<file path="config.mk">
export PLATFORM = sky130hd
export DESIGN_NAME = dual_range_current_fusion_unit
export DESIGN_NICKNAME = d
export VERILOG_FILES = /design/src/rtl/core/drcf_pkg.sv /design/src/rtl/core/dual_range_current_fusion_unit.sv
export SDC_FILE = /design/constraint.sdc
export NUM_CORES = 2
export LEC_CHECK = 0
export BUFFER_PORTS_ARGS = -buffer_cell sky130_fd_sc_hd__buf_2
export CORE_UTILIZATION = 40
export CTS_CLUSTER_DIAMETER = 100
export DETAILED_ROUTE_END_ITERATION = 10
export HOLD_SLACK_MARGIN = 0.03
export PLACE_DENSITY_LB_ADDON = 0.3
export SKIP_CTS_REPAIR_TIMING = 1
export SYNTH_ARGS = -nofsm -noshare
export SYNTH_HDL_FRONTEND = slang
export SYNTH_SLANG_ARGS = --single-unit
</file>
<file path="constraint.sdc">
create_clock -name aclk -period 19.6 [get_ports aclk]
set_clock_uncertainty 0.05 [all_clocks]
set_input_delay 3.92 -clock aclk [delete_from_list [all_inputs] [get_ports aclk]]
set_output_delay 3.92 -clock aclk [all_outputs]
set_load 0.005 [all_outputs]
</file>
<file path="src/rtl/core/drcf_pkg.sv">
package drcf_pkg;

    // Sequencer states
    typedef enum logic [3:0] {
        ST_IDLE,
        ST_MUL_C,
        ST_MUL_F,
        ST_CONV_F,
        ST_DECIDE,
        ST_DIV,
        ST_MUL_B,
        ST_BLEND,
        ST_OUT
    } fsm_state_t;

    // Range codes
    localparam logic [1:0] RNG_UNKNOWN = 2'd0;
    localparam logic [1:0] RNG_LOW     = 2'd1;
    localparam logic [1:0] RNG_MID     = 2'd2;
    localparam logic [1:0] RNG_HIGH    = 2'd3;

    // Result source codes
    localparam logic [1:0] SRC_COARSE = 2'd0;
    localparam logic [1:0] SRC_FINE   = 2'd1;
    localparam logic [1:0] SRC_BLEND  = 2'd2;

    // Configuration register indexes
    localparam logic [2:0] REG_SETTLE_COUNT     = 3'd0;
    localparam logic [2:0] REG_BLEND_COUNT      = 3'd1;
    localparam logic [2:0] REG_TRUST_LIMIT_HIGH = 3'd2;
    localparam logic [2:0] REG_TRUST_LIMIT_MID  = 3'd3;
    localparam logic [2:0] REG_GAIN_COARSE      = 3'd4;
    localparam logic [2:0] REG_GAIN_MID         = 3'd5;
    localparam logic [2:0] REG_GAIN_HIGH        = 3'd6;

    // Register widths and reset values
    localparam int CNT_REG_BITS   = 16;
    localparam int LIMIT_BITS     = 31;
    localparam int GAIN_BITS      = 32;
    localparam int CFG_DATA_BITS  = 32;

    localparam logic [LIMIT_BITS-1:0] TRUST_HIGH_RST = 31'd1400000;
    localparam logic [LIMIT_BITS-1:0] TRUST_MID_RST  = 31'd36000000;
    localparam logic [GAIN_BITS-1:0]  GAIN_RST       = 32'd65536;

    // Blend weight: Q1.16, one is 2^16; 17 quotient bits from the divider
    localparam int                 W_BITS    = 17;
    localparam logic [W_BITS-1:0]  W_ONE     = 17'h10000;
    localparam logic [4:0]         DIV_LAST  = 5'd16;

endpackage

</file>
<file path="src/rtl/core/dual_range_current_fusion_unit.sv">
// Flow: s_tready is high only while the sequencer is idle, so a new request is accepted only
// after the previous result has been loaded into the output register; a stall holds it off.
// Sequence: the direct path runs two multiplier passes (coarse, fine) plus decide before
// m_tvalid rises; a cross-fade adds a 17-step restoring divider, then one more multiply,
// and a weight that clamps to one skips the divider.
// Reset: aresetn synchronous, active low; configuration registers return to defaults, range unknown.
module dual_range_current_fusion_unit #(
    parameter int SAMPLE_BITS = 24,
    parameter int COUNT_BITS  = 16
) (
    input  logic                                   aclk,
    input  logic                                   aresetn,
    // configuration write port
    input  logic                                   cfg_wr_en,
    input  logic [2:0]                             cfg_addr,
    input  logic [drcf_pkg::CFG_DATA_BITS-1:0]     cfg_wr_data,
    // input stream
    input  logic                                   s_tvalid,
    output logic                                   s_tready,
    // fine_sample, coarse_sample, zero pad
    input  logic [((2*SAMPLE_BITS+7)/8)*8-1:0]     s_tdata,
    // range_code[1:0], fine_ok, coarse_ok
    input  logic [3:0]                             s_tuser,
    // result stream
    output logic                                   m_tvalid,
    input  logic                                   m_tready,
    // current_na
    output logic [31:0]                            m_tdata,
    // source[1:0], coarse_missing, range_echo[1:0]
    output logic [4:0]                             m_tuser
);
    import drcf_pkg::*;

    localparam int CMP_BITS = (COUNT_BITS > CNT_REG_BITS) ? COUNT_BITS : CNT_REG_BITS;

    // Saturate a sign and magnitude to 32-bit signed
    function automatic logic [31:0] sat32(input logic neg, input logic [47:0] mag);
        logic [31:0] r;
        if (neg) begin
            if (mag >= 48'h8000_0000) r = 32'h8000_0000;
            else                      r = 32'(-mag[31:0]);
        end else begin
            if (mag > 48'h7FFF_FFFF) r = 32'h7FFF_FFFF;
            else                     r = mag[31:0];
        end
        return r;
    endfunction

    // Magnitude of a sample code
    function automatic logic [31:0] code_mag(input logic [SAMPLE_BITS-1:0] code);
        logic signed [SAMPLE_BITS:0] ext;
        logic signed [SAMPLE_BITS:0] m;
        ext = $signed({code[SAMPLE_BITS-1], code});
        m   = code[SAMPLE_BITS-1] ? -ext : ext;
        return 32'(unsigned'(m));
    endfunction

    // Configuration registers
    logic [CNT_REG_BITS-1:0] settle_count_reg;
    logic [CNT_REG_BITS-1:0] blend_count_reg;
    logic [LIMIT_BITS-1:0]   trust_high_reg;
    logic [LIMIT_BITS-1:0]   trust_mid_reg;
    logic [GAIN_BITS-1:0]    gain_coarse_reg;
    logic [GAIN_BITS-1:0]    gain_mid_reg;
    logic [GAIN_BITS-1:0]    gain_high_reg;

    // Tracking state
    logic [1:0]            prev_range_reg;
    logic [COUNT_BITS-1:0] settle_left_reg;
    logic [COUNT_BITS-1:0] blend_left_reg;

    // Sequencer
    fsm_state_t state_reg, state_next;

    // Captured request
    logic [1:0]             range_reg;
    logic                   fine_ok_reg;
    logic                   coarse_ok_reg;
    logic [SAMPLE_BITS-1:0] fine_code_reg;
    logic [SAMPLE_BITS-1:0] coarse_code_reg;

    // Datapath
    logic [63:0]             prod_reg;
    logic [31:0]             coarse_na_reg;
    logic [31:0]             fine_na_reg;
    logic [CNT_REG_BITS:0]   rem_reg;
    logic [W_BITS-1:0]       w_reg;
    logic [4:0]              step_reg;
    logic                    diff_neg_reg;
    logic [31:0]             res_reg;
    logic [1:0]              src_reg;
    logic                    missing_reg;

    // Output register
    logic        m_tvalid_reg;
    logic [31:0] m_data_reg;
    logic [4:0]  m_user_reg;

    logic                   s_accept;
    logic [1:0]             in_range;
    logic [SAMPLE_BITS-1:0] in_fine;
    logic [SAMPLE_BITS-1:0] in_coarse;

    assign in_range  = s_tuser[1:0];
    assign in_fine   = s_tdata[SAMPLE_BITS-1:0];
    assign in_coarse = s_tdata[2*SAMPLE_BITS-1:SAMPLE_BITS];

    assign s_tready = (state_reg == ST_IDLE);
    assign s_accept = s_tvalid && s_tready;
    assign m_tvalid = m_tvalid_reg;
    assign m_tdata  = m_data_reg;
    assign m_tuser  = m_user_reg;

    // Shared multiplier operand select
    logic [31:0] mul_a;
    logic [31:0] mul_b;
    logic signed [32:0] diff;
    logic [31:0] diff_mag;

    assign diff     = $signed({coarse_na_reg[31], coarse_na_reg})
                    - $signed({fine_na_reg[31], fine_na_reg});
    assign diff_mag = diff[32] ? 32'(-diff) : diff[31:0];

    always_comb begin
        case (state_reg)
            ST_MUL_C: begin
                mul_a = coarse_ok_reg ? code_mag(coarse_code_reg) : 32'd0;
                mul_b = gain_coarse_reg;
            end
            ST_MUL_F: begin
                mul_a = fine_ok_reg ? code_mag(fine_code_reg) : 32'd0;
                mul_b = (range_reg == RNG_HIGH) ? gain_high_reg : gain_mid_reg;
            end
            ST_MUL_B: begin
                mul_a = diff_mag;
                mul_b = 32'(w_reg);
            end
            default: begin
                mul_a = 32'd0;
                mul_b = 32'd0;
            end
        endcase
    end

    // Trust window check on the converted fine current
    logic [31:0]           fine_abs;
    logic [LIMIT_BITS-1:0] limit;
    logic                  trusted;
    logic                  is_known_fine;
    logic                  blend_clamp;

    assign fine_abs      = fine_na_reg[31] ? 32'(-fine_na_reg) : fine_na_reg;
    assign limit         = (range_reg == RNG_HIGH) ? trust_high_reg : trust_mid_reg;
    assign trusted       = fine_ok_reg && (fine_abs <= {1'b0, limit});
    assign is_known_fine = (range_reg == RNG_MID) || (range_reg == RNG_HIGH);
    assign blend_clamp   = CMP_BITS'(blend_left_reg) > CMP_BITS'(blend_count_reg);

    // Divider step: compare and subtract
    logic                  div_ge;
    logic [CNT_REG_BITS:0] div_rem;

    assign div_ge  = rem_reg >= {1'b0, blend_count_reg};
    assign div_rem = div_ge ? rem_reg - {1'b0, blend_count_reg} : rem_reg;

    // Blend sum: fine * 2^16 + w * (coarse - fine)
    logic signed [49:0] blend_sum;
    logic [49:0]        blend_abs;

    assign blend_sum = $signed({{2{fine_na_reg[31]}}, fine_na_reg, 16'd0})
                     + (diff_neg_reg ? -$signed({2'b00, prod_reg[47:0]})
                                     :  $signed({2'b00, prod_reg[47:0]}));
    assign blend_abs = blend_sum[49] ? 50'(-blend_sum) : 50'(blend_sum);

    // Next state
    always_comb begin
        state_next = state_reg;
        case (state_reg)
            ST_IDLE:   if (s_accept) state_next = ST_MUL_C;
            ST_MUL_C:  state_next = ST_MUL_F;
            ST_MUL_F:  state_next = ST_CONV_F;
            ST_CONV_F: state_next = ST_DECIDE;
            ST_DECIDE: begin
                if (is_known_fine && settle_left_reg == '0 && trusted &&
                    blend_left_reg != '0 && blend_count_reg != '0) begin
                    state_next = blend_clamp ? ST_MUL_B : ST_DIV;
                end else begin
                    state_next = ST_OUT;
                end
            end
            ST_DIV:    if (step_reg == DIV_LAST) state_next = ST_MUL_B;
            ST_MUL_B:  state_next = ST_BLEND;
            ST_BLEND:  state_next = ST_OUT;
            ST_OUT:    if (!m_tvalid_reg || m_tready) state_next = ST_IDLE;
            default:   state_next = ST_IDLE;
        endcase
    end

    always_ff @(posedge aclk) begin
        if (!aresetn) state_reg <= ST_IDLE;
        else          state_reg <= state_next;
    end

    // Configuration writes
    always_ff @(posedge aclk) begin
        if (!aresetn) begin
            settle_count_reg <= '0;
            blend_count_reg  <= '0;
            trust_high_reg   <= TRUST_HIGH_RST;
            trust_mid_reg    <= TRUST_MID_RST;
            gain_coarse_reg  <= GAIN_RST;
            gain_mid_reg     <= GAIN_RST;
            gain_high_reg    <= GAIN_RST;
        end else if (cfg_wr_en) begin
            case (cfg_addr)
                REG_SETTLE_COUNT:     settle_count_reg <= cfg_wr_data[CNT_REG_BITS-1:0];
                REG_BLEND_COUNT:      blend_count_reg  <= cfg_wr_data[CNT_REG_BITS-1:0];
                REG_TRUST_LIMIT_HIGH: trust_high_reg   <= cfg_wr_data[LIMIT_BITS-1:0];
                REG_TRUST_LIMIT_MID:  trust_mid_reg    <= cfg_wr_data[LIMIT_BITS-1:0];
                REG_GAIN_COARSE:      gain_coarse_reg  <= cfg_wr_data[GAIN_BITS-1:0];
                REG_GAIN_MID:         gain_mid_reg     <= cfg_wr_data[GAIN_BITS-1:0];
                REG_GAIN_HIGH:        gain_high_reg    <= cfg_wr_data[GAIN_BITS-1:0];
                default: ;
            endcase
        end
    end

    // Range tracking and countdowns
    always_ff @(posedge aclk) begin
        if (!aresetn) begin
            prev_range_reg  <= RNG_UNKNOWN;
            settle_left_reg <= '0;
            blend_left_reg  <= '0;
        end else if (s_accept) begin
            prev_range_reg <= in_range;
            if (in_range != prev_range_reg && prev_range_reg != RNG_UNKNOWN) begin
                settle_left_reg <= COUNT_BITS'(settle_count_reg);
                blend_left_reg  <= '0;
            end
        end else if (state_reg == ST_DECIDE && is_known_fine) begin
            if (settle_left_reg != '0) begin
                settle_left_reg <= settle_left_reg - 1'b1;
                if (settle_left_reg == COUNT_BITS'(1) && trusted)
                    blend_left_reg <= COUNT_BITS'(blend_count_reg);
            end else if (trusted && blend_left_reg != '0 && blend_count_reg != '0) begin
                blend_left_reg <= blend_left_reg - 1'b1;
            end
        end
    end

    // Datapath registers
    always_ff @(posedge aclk) begin
        if (s_accept) begin
            range_reg       <= in_range;
            fine_ok_reg     <= s_tuser[2];
            coarse_ok_reg   <= s_tuser[3];
            fine_code_reg   <= in_fine;
            coarse_code_reg <= in_coarse;
        end

        if (state_reg == ST_MUL_C || state_reg == ST_MUL_F || state_reg == ST_MUL_B)
            prod_reg <= mul_a * mul_b;

        if (state_reg == ST_MUL_F)
            coarse_na_reg <= sat32(coarse_code_reg[SAMPLE_BITS-1], 48'(prod_reg[63:16]));
        if (state_reg == ST_CONV_F)
            fine_na_reg <= sat32(fine_code_reg[SAMPLE_BITS-1], 48'(prod_reg[63:16]));

        case (state_reg)
            ST_DECIDE: begin
                missing_reg <= !is_known_fine && !coarse_ok_reg;
                if (is_known_fine && settle_left_reg == '0 && trusted &&
                    !(blend_left_reg != '0 && blend_count_reg != '0)) begin
                    res_reg <= fine_na_reg;
                    src_reg <= SRC_FINE;
                end else begin
                    res_reg <= coarse_na_reg;
                    src_reg <= SRC_COARSE;
                end
                // divider start: the divider runs only when blend_left is at most blend_count
                rem_reg  <= {1'b0, CNT_REG_BITS'(blend_left_reg)};
                w_reg    <= blend_clamp ? W_ONE : '0;
                step_reg <= '0;
            end
            ST_DIV: begin
                rem_reg  <= {div_rem[CNT_REG_BITS-1:0], 1'b0};
                w_reg    <= {w_reg[W_BITS-2:0], div_ge};
                step_reg <= step_reg + 1'b1;
            end
            ST_MUL_B: begin
                diff_neg_reg <= diff[32];
            end
            ST_BLEND: begin
                res_reg <= sat32(blend_sum[49], 48'(blend_abs[49:16]));
                src_reg <= SRC_BLEND;
            end
            default: ;
        endcase
    end

    // Output register
    always_ff @(posedge aclk) begin
        if (!aresetn) begin
            m_tvalid_reg <= 1'b0;
        end else if (state_reg == ST_OUT && (!m_tvalid_reg || m_tready)) begin
            m_tvalid_reg <= 1'b1;
        end else if (m_tready) begin
            m_tvalid_reg <= 1'b0;
        end
    end

    always_ff @(posedge aclk) begin
        if (state_reg == ST_OUT && (!m_tvalid_reg || m_tready)) begin
            m_data_reg <= res_reg;
            m_user_reg <= {range_reg, missing_reg, src_reg};
        end
    end

`ifndef SYNTHESIS
    // An accepted request always starts with the coarse multiply
    assert property (@(posedge aclk) disable iff (!aresetn)
        s_accept |=> state_reg == ST_MUL_C)
        else $error("accepted request did not start conversion");

    // Cross-fade results only on mid or high range
    assert property (@(posedge aclk) disable iff (!aresetn)
        m_tvalid && m_tuser[1:0] == SRC_BLEND |-> m_tuser[4:3] == RNG_MID ||
            m_tuser[4:3] == RNG_HIGH)
        else $error("blend result on a coarse-only range");

    // Missing-coarse flag only on low or unknown range
    assert property (@(posedge aclk) disable iff (!aresetn)
        m_tvalid && m_tuser[2] |-> m_tuser[4:3] == RNG_UNKNOWN ||
            m_tuser[4:3] == RNG_LOW)
        else $error("coarse_missing set on a fine range");

    // Divider never runs past its last step
    assert property (@(posedge aclk) disable iff (!aresetn)
        state_reg == ST_DIV |-> step_reg <= DIV_LAST)
        else $error("divider step count overrun");

    // Output register is empty right after reset
    assert property (@(posedge aclk)
        !aresetn |=> !m_tvalid)
        else $error("result valid after reset");
`endif

endmodule

</file>
---- Yosys cells after proc, flatten, opt, wreduce, memory -nomap -nowiden ----
Cells that the tools add are included.
W data, S select, Z words.
word-level totals
  flip-flop bits (word level) ............. 521
  input bits .............................. 92
  output and inout bits ................... 39
  logic and storage cells ................. 167
operators by class
  $add $sub $neg .......................... 14
  $mul .................................... 1
  magnitude comparators ................... 7
  equal/unequal tests ..................... 24
  muxes and demuxes ....................... 46
  reductions and logical operators ........ 46
operator list
  kind                     number
  $mux W32                 11
  $pmux W32 S3             2
  $mux W16                 11
  $neg A32 Y32             4
  $mux W25                 4
  $mux W50                 2
  $pmux W17 S2             2
  $mul A32 B32 Y64         1
  $pmux W32 S2             1
  $add A48 B50 Y50         1
  $neg A24 Y25             2
  $neg A48 Y50             1
  $neg A50 Y50             1
  $ge A48 B32 Y1 const B   1
  $gt A48 B31 Y1 const B   1
  $reduce_bool A16 Y1      3
  $pmux W4 S9              1
  $ge A34 B32 Y1 const B   1
  $gt A34 B31 Y1 const B   1
  $sub A32 B32 Y33         1
  $le A32 B31 Y1           1
  $sub A16 B1 Y16 const B  2
  $mux W31                 1
  $ge A17 B16 Y1           1
  other kinds (34)         81

---- Depth between registers and ports, before layout ----
  depth after elaboration ................. 10
  gate-level depth with buffers ........... 52
  gate-level depth less buffers ........... 49

---- Worst setup path before layout ----
Ideal clock, no wire load.
  path type ............................... reg-to-reg
  from .................................... register coarse_na_reg[0]
  to ...................................... register prod_reg[57], data pin
  setup time .............................. 0.260 ns
  data arrival time ....................... 11.200 ns
  required time ........................... 19.290 ns
  path slack .............................. 8.091 ns
  cell stages (with the launch flop) ...... 48
  clock period less this slack ............ 11.509 ns
  path through ............................ edfxtp_1 inv_1 ha_1 inv_1 fa_1 a21o_1 a21oi_1 o21ai_0 a221oi_1 o21ai_0 xnor2_1 nand4_1 nor3_1 o21ai_0 nor3_1 and2_1 a41oi_1 xnor2_1 (+12 left out) inv_1 fa_1 inv_1 ha_1 clkbuf_1 and2_1 o21ai_0 nand2b_1 a211oi_1 a21oi_1 o21ai_0 or4_1 nand4b_1 a31o_2 a311o_1 o21a_1 a31oi_1 xnor2_1
on the way
  longest elaborated chain between the ends .. 5
RTL lines
  item                    RTL line                               text
  from (decl)             dual_range_current_fusion_unit.sv:84   logic [31:0] coarse_na_reg;
  from (signal assigned)  dual_range_current_fusion_unit.sv:264  coarse_na_reg <= sat32(coarse_code_reg[SAMPLE_BITS-1], 48'(prod_reg[63:16]));
  $sub A32 B32 Y33 (*)    dual_range_current_fusion_unit.sv:121  - $signed({fine_na_reg[31], fine_na_reg});
  $neg A32 Y32            dual_range_current_fusion_unit.sv:122  assign diff_mag = diff[32] ? 32'(-diff) : diff[31:0];
  $mux W32 (*)            dual_range_current_fusion_unit.sv:122
  $pmux W32 S3 (*)        dual_range_current_fusion_unit.sv:125  case (state_reg)
  $mul A32 B32 Y64 (*)    dual_range_current_fusion_unit.sv:261  prod_reg <= mul_a * mul_b;
  to (signal assigned)    dual_range_current_fusion_unit.sv:261
  to (decl)               dual_range_current_fusion_unit.sv:83   logic [63:0] prod_reg;
Mark *: on every way between the ends. The rest lies on a longest branch, timed or not.
A chain may end at the register's enable or synchronous reset.

---- Worst setup path in the final report ----
Same ends and word-level chain as after synthesis.

==> reports/qor.csv <==
stage,metric,value,unit
floorplanning,full die area,0.167,mm²
synthesis,synthesized area per cell,8.58,µm²
cells_and_area,final instance area,0.0718,mm²
detailed_routing,post-DR wirelength/cell,21.9,µm
worst_setup_path,Crit. End Element,register,
synthesis,Synth warnings,0,
clock_tree,CTS sink count,521,
floorplanning,# rows,148,
cells_and_area,filler cell count in the final layout,16100,
worst_setup_path,Critical Path Max Stage Delay,1.04,ns
detailed_routing,via/cell ratio,5.52,
grt,grt ovf,0,
worst_setup_path,worst reg2reg path startpoint,coarse_na_reg[0]$_DFFE_PP_,
floorplanning,Starting Density,0.404,
clock_tree,Root Buffer,clkbuf_16,
floorplanning,num ports,131,
grt,vias in the first global route,55400,
sta,setup violators final,0,
clock_tree,worst skew pair latency,0.73,ns
clock_tree,CTS tree,done,
clock_tree,H-tree Lvls,2,
cells_and_area,ANT cells,0,
synthesis,synth unique cells,92,
detailed_routing,total wire length,219000,µm
synthesis,"flops & latches, synth",521,
grt,initial antenna violation count,4,
place,pre-CTS WS,5.71,ns
power,Max VDD drop,0.103,mV
worst_setup_path,WP data arrival,14.48,ns
cells_and_area,most frequent cells in the layout,"nand2_1, inv_1, fa_1",
hold_path,Worst Hold Launch,res_reg[21]$_DFFE_PP_,
power,pwr/cell area,63.2,mW/mm²
detailed_routing,DRC Markers,0,
grt,first-pass GRT wire length,334000,µm
cells_and_area,"Area growth, synth to finish",8.65,%
synthesis,Mapped Area,0.0660,mm²
worst_setup_path,"Slowest-stage cell, CP",o21ai_1,
status,outcome,"complete, no violations",
sta,RSZ-0062 raised after global routing,false,
grt,largest net degree at the start of global routing,144,
synthesis,top_reg_cell synth,edfxtp_1,
power,Final Total Pwr,4530,µW
place,dpl hpwl,173000,µm
place,placed cell area,0.0697,mm²
floorplanning,die height,408,µm
sta,Fmax achieved,70.7,MHz
clock_tree,Clock Path Buffers,3,
power,LEAKAGE,0.0320,µW
worst_setup_path,CP Class,register to register,
cells_and_area,share of cells above drive strength 1,0.0574,
sta,Final Max Slew Viols,0,
sta,"Period Utilization, post-route",0.721,
worst_setup_path,CP Max Fanout,26,
detailed_routing,DRT Pass-1 Iters,6,
synthesis,number of synthesized flops with an enable pin,292,
sta,crit path time final,14.14,ns
sta,normalized max-slew margin,0.0855,
detailed_routing,DRT iter0 DRCs,5123,
synthesis,sequential area share after synthesis,0.202,
clock_tree,CTS Buf Count,60,
hold_path,Hold Crit Depth,0,
place,Port Buf Inserts,130,
hold_path,hold endpoint,m_tdata[21]$_DFFE_PP_,
sta,final setup TNS,0,ns
cells_and_area,"commonest non-fill, non-tap cell in the layout",nand2_1,
place,RD Place Congestion,1.01,
sta,final hold vios,0,
worst_setup_path,FF-to-FF path depth,48,
cells_and_area,fin nets,9173,
grt,GRT Util Overall,0.260,
sta,slack of the critical path,5.46,ns
detailed_routing,Routed Antenna Nets,0,
sta,Worst Tran Pin Value,1.37,ns
clock_tree,"Clk pin slew, worst setup/hold paths",0.06,ns
sta,hold_ws,0.367,ns
hold_path,Hold WC Path Type,register to register,
floorplanning,placeable core area,0.163,mm²
worst_setup_path,"setup slack, reg-to-reg",5.46,ns
worst_setup_path,CP Launch Type,register,
synthesis,Post-Syn Instances,7697,
synthesis,ys async rst share,0,
worst_setup_path,Critical Path RT,19.94,ns
detailed_routing,vias,55200,
flow_run,Max-Cap Viols,0,
floorplanning,Die W,408,µm
cells_and_area,Largest register FFs,64,
worst_setup_path,reg2reg end,prod_reg[57]$_DFFE_PP_,
## kinds of logic after synthesis
| family | after synthesis | share of synthesized area |
|---|---|---|
| compound gates | 1312 | 0.128 |
| xor+xnor | 308 | 0.0408 |
| fa+ha+maj | 1304 | 0.349 |
| buf+inv | 1557 | 0.0887 |
| flops | 521 | 0.202 |
| mux | 108 | 0.0165 |
| other cells | 2 | 0.000114 |
| simple gates | 2585 | 0.174 |
## per-layer routing
layer	GRT usage	part of all wire	vias to the layer above
met5	0	0.000059	-
met4	0.109	0.047	2
met3	0.0371	0.074	454
met2	0.424	0.46	2182
met1	0.346	0.42	27500
li1	-	-	25000
## layout make-up
cell class | instances | area [µm²] | share of cell area
Multi-Input combinational cell | 5737 | 47500 | 0.663
Inverter | 1199 | 4500 | 0.0627
Tap cell | 2175 | 2720 | 0.0379
Sequential cell | 521 | 13400 | 0.186
Timing Repair Buffer | 258 | 1610 | 0.0225
Clock inverter | 29 | 309 | 0.00431
Clock buffer | 85 | 1710 | 0.0238
## how the worst max path moves through the flow
| stage | slack [ns] | end | startpoint |
|---|---|---|---|
| 2_1_floorplan | 8.09 | prod_reg[57]$_DFFE_PP_ | coarse_na_reg[0]$_DFFE_PP_ |
| 3_3_place_gp | 5.85 | prod_reg[57]$_DFFE_PP_ | coarse_na_reg[0]$_DFFE_PP_ |
| 3_5_place_dp | 5.71 | prod_reg[57]$_DFFE_PP_ | coarse_na_reg[0]$_DFFE_PP_ |
| 4_1_cts | 5.57 | prod_reg[57]$_DFFE_PP_ | coarse_na_reg[0]$_DFFE_PP_ |
| 5_1_grt | 4.72 | prod_reg[57]$_DFFE_PP_ | coarse_na_reg[0]$_DFFE_PP_ |
| 6_report | 5.46 | prod_reg[57]$_DFFE_PP_ | coarse_na_reg[0]$_DFFE_PP_ |
## worst max-delay path: cells and delay by family, from the launching register on
family	cells	cell delay (ns)
simple gates	5	0.75
flops	1	0.40
xor+xnor	2	0.30
fa+ha+maj	11	5.00
compound gates	20	6.48
buf+inv	10	0.78
## Yosys cell counts (all sizes together), types with 57 or more instances
cell type / count / area, µm²
ha: 405 / 5070
xor2: 99 / 867
nor3: 108 / 552
nand2: 1204 / 4520
clkbuf: 333 / 1250
nand3: 137 / 686
inv: 1199 / 4500
a21oi: 329 / 1650
nor2: 620 / 2330
o21ai: 294 / 1470
or3: 57 / 357
nand4: 62 / 388
and2: 114 / 713
and3: 58 / 363
xnor2: 209 / 1830
fa: 899 / 18000
a21o: 91 / 683
a21boi: 195 / 1460
dfxtp: 229 / 4580
edfxtp: 292 / 8770
mux2i: 102 / 1020
## stage by stage
step	std cells	util
5_1_grt	10000	0.439
6_report	10000	0.439
2_1_floorplan	7815	-
3_5_place_dp	9890	0.427
4_1_cts	10000	0.439
3_3_place_gp	9890	0.427
## power breakdown
group	switching, µW	internal [µW]	total (µW)
combinational	1250	788	2040
sequential	62.8	1280	1340
clock	509	643	1150
(Power assumes the default switching activity.)
